<file path="config.mk">
export PLATFORM = sky130hd
export DESIGN_NAME = multichannel_sample_scheduler_top
export DESIGN_NICKNAME = d
export VERILOG_FILES = /design/src/mss_pkg.sv /design/src/mss_rem_div.sv /design/src/multichannel_sample_scheduler_top.sv
export SDC_FILE = /design/constraint.sdc
export NUM_CORES = 1
export LEC_CHECK = 0
export BUFFER_PORTS_ARGS = -buffer_cell sky130_fd_sc_hd__buf_2
export CORE_UTILIZATION = 30
export DETAILED_ROUTE_END_ITERATION = 8
export PLACE_DENSITY = 0.48
export SLEW_MARGIN = 20
export SYNTH_ARGS = -nofsm -noshare
export SYNTH_HDL_FRONTEND = slang
export SYNTH_SLANG_ARGS = --single-unit
</file>
<file path="constraint.sdc">
create_clock -name clk -period 10 [get_ports clk]
set_input_delay 1 -clock clk [delete_from_list [all_inputs] [get_ports clk]]
set_output_delay 1 -clock clk [all_outputs]
set_load 0.02 [all_outputs]
</file>
<file path="src/mss_pkg.sv">
// Shared constants and types of the multichannel sample scheduler.
package mss_pkg;

	// Channel geometry
	localparam int CHANNELS  = 4;
	localparam int IDX_W     = 2;
	localparam int CNT_W     = 3;
	localparam int TIME_W    = 32;
	localparam int PIN_W     = 8;

	// Configuration port
	localparam int CFG_IDX_W = 3;
	localparam int CFG_DAT_W = 32;

	localparam logic [CFG_IDX_W-1:0] REG_CHANNEL_COUNT = 3'd0;
	localparam logic [CFG_IDX_W-1:0] REG_PIN_MAP       = 3'd1;
	localparam logic [CFG_IDX_W-1:0] REG_DELAY_0       = 3'd2;

	localparam logic [TIME_W-1:0] DELAY_RESET = 32'd1000;

	// Request to the remainder unit
	typedef struct packed {
		logic              start;
		logic [TIME_W-1:0] dividend;
		logic [TIME_W-1:0] divisor;
	} div_req_t;

	// Answer from the remainder unit
	typedef struct packed {
		logic              done;
		logic [TIME_W-1:0] rem;
	} div_rsp_t;

endpackage

</file>
<file path="src/mss_rem_div.sv">
// Bit-serial restoring divider that returns the remainder, one bit a cycle.
module mss_rem_div
	import mss_pkg::*;
(
	input  logic     clk,
	input  logic     arst_n,
	input  div_req_t req,
	output div_rsp_t rsp
);

	localparam int STEP_W = $clog2(TIME_W);

	logic              run_q;
	logic              done_q;
	logic [STEP_W-1:0] step_q;
	logic [TIME_W-1:0] rem_q;
	logic [TIME_W-1:0] dvd_q;
	logic [TIME_W-1:0] dvs_q;

	logic [TIME_W:0]   shifted;
	logic [TIME_W:0]   trial;

	// Shift in the next dividend bit and try to subtract the divisor
	always_comb begin
		shifted = {rem_q, dvd_q[TIME_W-1]};
		trial   = shifted - {1'b0, dvs_q};
	end

	// Sequence control
	always_ff @(posedge clk or negedge arst_n) begin
		if (!arst_n) begin
			run_q  <= 1'b0;
			done_q <= 1'b0;
			step_q <= '0;
		end else begin
			done_q <= 1'b0;
			if (req.start) begin
				run_q  <= 1'b1;
				step_q <= '0;
			end else if (run_q) begin
				step_q <= step_q + 1'b1;
				if (step_q == STEP_W'(TIME_W - 1)) begin
					run_q  <= 1'b0;
					done_q <= 1'b1;
				end
			end
		end
	end

	// Remainder datapath
	always_ff @(posedge clk) begin
		if (req.start) begin
			rem_q <= '0;
			dvd_q <= req.dividend;
			dvs_q <= req.divisor;
		end else if (run_q) begin
			dvd_q <= {dvd_q[TIME_W-2:0], 1'b0};
			if (trial[TIME_W])
				rem_q <= shifted[TIME_W-1:0];
			else
				rem_q <= trial[TIME_W-1:0];
		end
	end

	assign rsp.done = done_q;
	assign rsp.rem  = rem_q;

endmodule

</file>
<file path="src/multichannel_sample_scheduler_top.sv">
// Top level of the multichannel sample scheduler.
//
// Input channel: in_valid / in_stall with now_us, one timer tick per item.
// Output channel: out_valid / out_stall with channel, pin_id, sample_time and
// last; a tick gives zero to four requests, the final one marked by last.
// Configuration: cfg_we, cfg_index, cfg_wdata, to be written by the user while
// idle only; the block itself does not enforce this. A tick first has each
// channel in use checked for being due, one channel a cycle, then each due
// channel is served: its request is placed in the output register and its
// base time is advanced through the serial remainder unit, or set to the tick
// time if its delay is zero.
// in_stall stays high from acceptance until the sequencer has passed the last
// channel in use and is back in idle.
// The output register is separate from the sequencer, so the next tick can be
// accepted while the final request of a tick still waits to be taken.
// If the receiver stalls, the sequencer holds before loading the next request.
// Reset clears every base time to zero, sets channel_count and pin_map to
// zero and every delay to 1000, and leaves the output channel empty.
module multichannel_sample_scheduler_top
	import mss_pkg::*;
(
	input  logic                 clk,
	input  logic                 arst_n,
	input  logic                 in_valid,
	output logic                 in_stall,
	input  logic [TIME_W-1:0]    now_us,
	output logic                 out_valid,
	input  logic                 out_stall,
	output logic [IDX_W-1:0]     channel,
	output logic [PIN_W-1:0]     pin_id,
	output logic [TIME_W-1:0]    sample_time,
	output logic                 last,
	input  logic                 cfg_we,
	input  logic [CFG_IDX_W-1:0] cfg_index,
	input  logic [CFG_DAT_W-1:0] cfg_wdata
);

	localparam logic [1:0] S_IDLE = 2'd0;
	localparam logic [1:0] S_SCAN = 2'd1;
	localparam logic [1:0] S_PICK = 2'd2;
	localparam logic [1:0] S_DIV  = 2'd3;

	// Configuration registers
	logic [CNT_W-1:0]  count_cfg_q;
	logic [TIME_W-1:0] pin_map_q;
	logic [TIME_W-1:0] delay_q [CHANNELS];

	// Channel state
	logic [TIME_W-1:0] base_q [CHANNELS];

	// Sequencer
	logic [1:0]          state_q;
	logic [CNT_W-1:0]    idx_q;
	logic [CNT_W-1:0]    cnt_q;
	logic [CHANNELS-1:0] mask_q;
	logic [TIME_W-1:0]   now_q;
	logic [TIME_W-1:0]   target_q;

	// Output register
	logic              out_valid_q;
	logic [IDX_W-1:0]  channel_q;
	logic [PIN_W-1:0]  pin_id_q;
	logic [TIME_W-1:0] sample_time_q;
	logic              last_q;

	logic [IDX_W-1:0]  cur;
	logic [TIME_W-1:0] cur_base;
	logic [TIME_W-1:0] cur_delay;
	logic [TIME_W-1:0] elapsed;
	logic              due;
	logic [TIME_W-1:0] target;
	logic [TIME_W-1:0] base_cl;
	logic [TIME_W-1:0] new_base;
	logic              in_take;
	logic              out_free;
	logic              load_out;
	logic [CNT_W-1:0]  count_clamped;

	div_req_t div_req;
	div_rsp_t div_rsp;

	function automatic logic later_due(input logic [CHANNELS-1:0] m,
	                                   input logic [IDX_W-1:0] i);
		logic r;
		r = 1'b0;
		for (int j = 0; j < CHANNELS; j++) begin
			if (j > int'(i) && m[j])
				r = 1'b1;
		end
		return r;
	endfunction

	// Current channel and its arithmetic
	always_comb begin
		cur       = idx_q[IDX_W-1:0];
		cur_base  = base_q[cur];
		cur_delay = delay_q[cur];
		elapsed   = now_q - cur_base;
		due       = elapsed >= cur_delay;
		target    = now_q - cur_delay;
		base_cl   = (cur_base > target) ? '0 : cur_base;
		if (div_rsp.rem == '0)
			new_base = target_q;
		else
			new_base = target_q + (cur_delay - div_rsp.rem);
		count_clamped = (count_cfg_q > CNT_W'(CHANNELS)) ? CNT_W'(CHANNELS) : count_cfg_q;
	end

	assign in_stall = (state_q != S_IDLE);
	assign in_take  = in_valid && !in_stall;
	assign out_free = !out_valid_q || !out_stall;
	assign load_out = (state_q == S_PICK) && (idx_q != cnt_q) && mask_q[cur] && out_free;

	// Start the remainder unit as the request goes out, unless the delay is zero
	always_comb begin
		div_req.start    = load_out && (cur_delay != '0);
		div_req.dividend = target - base_cl;
		div_req.divisor  = cur_delay;
	end

	mss_rem_div u_div (
		.clk    (clk),
		.arst_n (arst_n),
		.req    (div_req),
		.rsp    (div_rsp)
	);

	// Configuration writes
	always_ff @(posedge clk or negedge arst_n) begin
		if (!arst_n) begin
			count_cfg_q <= '0;
			pin_map_q   <= '0;
			for (int j = 0; j < CHANNELS; j++)
				delay_q[j] <= DELAY_RESET;
		end else if (cfg_we) begin
			case (cfg_index)
				REG_CHANNEL_COUNT: count_cfg_q <= cfg_wdata[CNT_W-1:0];
				REG_PIN_MAP:       pin_map_q   <= cfg_wdata;
				default: begin
					for (int j = 0; j < CHANNELS; j++) begin
						if (cfg_index == CFG_IDX_W'(int'(REG_DELAY_0) + j))
							delay_q[j] <= cfg_wdata;
					end
				end
			endcase
		end
	end

	// Sequencer: scan for due channels, then serve them in order
	always_ff @(posedge clk or negedge arst_n) begin
		if (!arst_n) begin
			state_q <= S_IDLE;
			idx_q   <= '0;
			cnt_q   <= '0;
			mask_q  <= '0;
			for (int j = 0; j < CHANNELS; j++)
				base_q[j] <= '0;
		end else begin
			case (state_q)
				S_IDLE: begin
					if (in_take) begin
						idx_q   <= '0;
						cnt_q   <= count_clamped;
						mask_q  <= '0;
						state_q <= S_SCAN;
					end
				end
				S_SCAN: begin
					if (idx_q == cnt_q) begin
						idx_q   <= '0;
						state_q <= S_PICK;
					end else begin
						mask_q[cur] <= due;
						idx_q       <= idx_q + 1'b1;
					end
				end
				S_PICK: begin
					if (idx_q == cnt_q) begin
						state_q <= S_IDLE;
					end else if (!mask_q[cur]) begin
						idx_q <= idx_q + 1'b1;
					end else if (out_free) begin
						if (cur_delay == '0) begin
							base_q[cur] <= now_q;
							idx_q       <= idx_q + 1'b1;
						end else begin
							state_q <= S_DIV;
						end
					end
				end
				S_DIV: begin
					if (div_rsp.done) begin
						base_q[cur] <= new_base;
						idx_q       <= idx_q + 1'b1;
						state_q     <= S_PICK;
					end
				end
				default: state_q <= S_IDLE;
			endcase
		end
	end

	// Tick time and target hold
	always_ff @(posedge clk) begin
		if (in_take)
			now_q <= now_us;
		if (load_out)
			target_q <= target;
	end

	// Output handshake
	always_ff @(posedge clk or negedge arst_n) begin
		if (!arst_n)
			out_valid_q <= 1'b0;
		else if (load_out)
			out_valid_q <= 1'b1;
		else if (!out_stall)
			out_valid_q <= 1'b0;
	end

	// Output payload
	always_ff @(posedge clk) begin
		if (load_out) begin
			channel_q     <= cur;
			pin_id_q      <= pin_map_q[cur*PIN_W +: PIN_W];
			sample_time_q <= now_q;
			last_q        <= !later_due(mask_q, cur);
		end
	end

	assign out_valid   = out_valid_q;
	assign channel     = channel_q;
	assign pin_id      = pin_id_q;
	assign sample_time = sample_time_q;
	assign last        = last_q;

`ifndef SYNTHESIS
	a_done_in_div: assert property (@(posedge clk) disable iff (!arst_n)
		div_rsp.done |-> state_q == S_DIV)
		else $error("remainder done outside the divide state");

	a_div_due: assert property (@(posedge clk) disable iff (!arst_n)
		state_q == S_DIV |-> mask_q[cur])
		else $error("dividing for a channel that is not due");

	a_idx_range: assert property (@(posedge clk) disable iff (!arst_n)
		state_q != S_IDLE |-> idx_q <= cnt_q)
		else $error("channel index beyond the scanned count");

	a_cnt_range: assert property (@(posedge clk) disable iff (!arst_n)
		cnt_q <= CNT_W'(CHANNELS))
		else $error("scan count above the channel total");

	a_load_wait: assert property (@(posedge clk) disable iff (!arst_n)
		load_out |=> state_q == S_DIV || state_q == S_PICK)
		else $error("sequencer left the serve loop after a request");
`endif

endmodule

</file>
==> flow_summary.ini <==
[synth]
synth_edf_count = 171
netlist_instances = 2864
async_reset_ff_frac = 0.605
muxShareOfSynthArea = 0.154
syn_area_um2 = 31600
yosysTopAreaCellShare = 0.227
avgSynthCellArea_um2 = 11.0
synth_top_family_by_area = multiplexers
synth_compound_area_frac = 0.133
yosysSeqAreaShare = 0.430
synth-xor-area-share = 0.0386
synth_nets = 3194
synth_top_cell_by_area = dfrtp_1
synthTopCellsByArea = dfrtp_1 23%, edfxtp_1 16%, mux2_2 9.6%
yosys_warnings = 0
synth_flop_cell = dfrtp_1
synthAdderAreaFrac = 0.111
ys_types = 96
ys_seq_elements = 514
yosys.area_share.simple = 0.0864

[setup_path]
critPathCapture = u_div.dvd_q[29]$_DFFE_PP_
startpoint = idx_q[0]$_DFFE_PN0P_
end_kind = flip-flop
reg2reg_depth = 40
crit_fanout = 16
cp.arrival_ns = 9.71
r2r-end = u_div.dvd_q[29]$_DFFE_PP_
r2r-start = idx_q[0]$_DFFE_PN0P_
crit_type = flip-flop to flip-flop
required_ns = 10.37
r2r_setup_slack_ns = 0.65
cpPeakStageDelay_ns = 0.56
crit_slowest_cell = mux4_2
cp-start-kind = flip-flop

[timing]
fmax_mhz = 107
hold_viol = 0
tightest_slew_ns = 0.985
drv_slew = 0
fin_crit_ns = 9.35
slew_headroom = 0.343
fin_crit_sh = 0.935
worst_hold_slack_ns = 0.475
fin_skew_ns = 0.0318
setup_violations = 0
rsz0062_at_grt = false

[finish]
nets = 3334
n_antenna_cell = 0
layout-drive-gt1-share = 0.227
area_growth_syn_to_layout_pct = 14.5

[cts]
root_buffer = clkbuf_16
cts_buffer_depth = 3
clock_sinks = 514
hold_buffers = 0
clock_latency_ns = 0.63
htree_levels = 3
clk_pin_slew_worst_paths_ns = 0.06
cts_tree = yes
cts-buffers-inserted = 66

[min_path]
hp-class = flip-flop to flip-flop

[grt]
grt_overflow = 0
grt_pass1_vias = 22400
track_usage = 0.174
grt_max_degree = 123
antenna_found_initial = 2
grt_pass1_wl_mm = 141

[floorplan]
initial_core_util = 0.304
core_area_um2 = 104000
num_rows = 118
num_io_pins = 117
dieArea_um2 = 107000
die_y_um = 326
die-width_um = 326

[run]
cap_violations = 0

[route]
dr.pass1.iters = 7
drtAntennaViolNets = 0
routed_via_density = 5.01
wl_per_cell_um = 21.0
vias = 22200
routed_wl_mm = 93.2
drtIter0Drc = 1390
route.detailed.drc = 0

[place]
place.detailed.hpwl_mm = 69.5
globalplace.congestion = 0.875
io_buffers = 116

[outcome]
status = complete, no violations
cells by family after synthesis:
logic type / count (synthesis)
adders and majority gates: 260
and+or+nand+nor: 577
xor gates and xnor gates: 137
muxes: 363
DFF: 514
buffers and inverters: 371
AOI/OAI and AO/OA: 642
state kept, by name (all words and copies together) (netlist names), 2 cells and up:
| signal | count |
|---|---|
| base_q | 128 |
| channel | 2 |
| cnt_q | 3 |
| count_cfg_q | 3 |
| delay_q | 128 |
| idx_q | 3 |
| mask_q | 4 |
| now_q | 32 |
| pin_id | 8 |
| pin_map_q | 32 |
| sample_time | 32 |
| state_q | 2 |
| target_q | 32 |
| u_div.dvd_q | 32 |
| u_div.dvs_q | 32 |
| u_div.rem_q | 32 |
| u_div.step_q | 5 |
cells in the final DEF, fill, tap and decap left out, drive strengths merged, types with 23 or more instances in the layout:
master	n
buf	164
a21oi	191
dfxtp	32
clkbuf	96
o21a	27
fa	35
nor2b	23
nand3	38
mux4	72
inv	285
xnor2	85
nor2	134
edfxtp	171
nand2b	30
a21o	75
dfstp	24
nor3	42
mux2	273
a211oi	26
xor2	52
dfrtp	287
a31oi	23
ha	223
o21ai	163
nand2	200
synthesized netlist by cell type (11+ instances only):
cell type,number
a211oi_1,25
a21o_1,75
a21oi_1,187
a31oi_1,23
and3_1,18
buf_2,14
buf_4,11
clkbuf_1,57
dfrtp_1,287
dfstp_2,24
dfxtp_1,32
edfxtp_1,171
fa_1,35
ha_1,223
inv_1,273
mux2_2,269
mux2i_1,18
mux4_2,72
nand2_1,200
nand2b_1,30
nand3_1,38
nand4_1,21
nor2_1,134
nor2b_1,23
nor3_1,40
nor4_1,19
o211ai_1,14
o21a_1,27
o21ai_0,148
o21ai_1,13
o21bai_1,19
o31ai_1,16
or3_1,11
xnor2_1,84
xor2_1,52
critical path: cells and delay by family (launching register included):
family / cells / cell delay [ns]
flip-flops: 1 / 0.45
buffers and inverters: 4 / 0.67
XOR/XNOR: 2 / 0.35
multiplexers: 1 / 0.56
adder cells (fa/ha/maj): 4 / 1.39
AND/OR/NAND/NOR: 7 / 1.16
AO/OA/AOI/OAI: 22 / 4.51
through the flow:
stage	setup TNS [ns]	setup slack [ns]	util	std cells	cell area, um2
3_3_place_gp	-0.0203	-0.0203	0.326	4308	33900
2_1_floorplan	0	1.18	-	2864	31600
3_5_place_dp	-0.0776	-0.0651	0.326	4308	33900
6_report	0	0.652	0.348	4438	36200
4_1_cts	0	0.135	0.347	4430	36100
5_1_grt	0	0.00463	0.348	4438	36200
worst min-delay path by stage:
stage,start,end,cells past startpoint,slack (ns)
final,base_q[60]$_DFFE_PN0P_,base_q[60]$_DFFE_PN0P_,2,0.47
after floorplan,base_q[60]$_DFFE_PN0P_,base_q[60]$_DFFE_PN0P_,2,0.44
after CTS,base_q[60]$_DFFE_PN0P_,base_q[60]$_DFFE_PN0P_,2,0.47
after global routing,base_q[60]$_DFFE_PN0P_,base_q[60]$_DFFE_PN0P_,2,0.49
after global placement,base_q[60]$_DFFE_PN0P_,base_q[60]$_DFFE_PN0P_,2,0.45
after detailed placement,base_q[60]$_DFFE_PN0P_,base_q[60]$_DFFE_PN0P_,2,0.46
timing repair:
item	in CTS	in global routing
buffers inserted	0	8
setup endpoints to repair	2	14
gates resized for setup	1	3
per-layer routing:
layer  track usage  vias up  wire [um]
li1              -    10700          -
met5             0        -         13
met1         0.238    11000      43600
met3        0.0256      119       3530
met4        0.0602        2       2780
met2         0.281      421      43300
final cells by class:
type	instances	area [um2]
clock buffers	96	1950
clock inverters	26	251
fillers	10500	67800
inverters	279	1050
multi-input cells	1979	16600
flip-flops and latches	514	13600
well taps	1380	1730
repair buffers	164	992
Power is not shown: default switching activity piles up to over one toggle a cycle in this logic, so the estimate is an artifact.
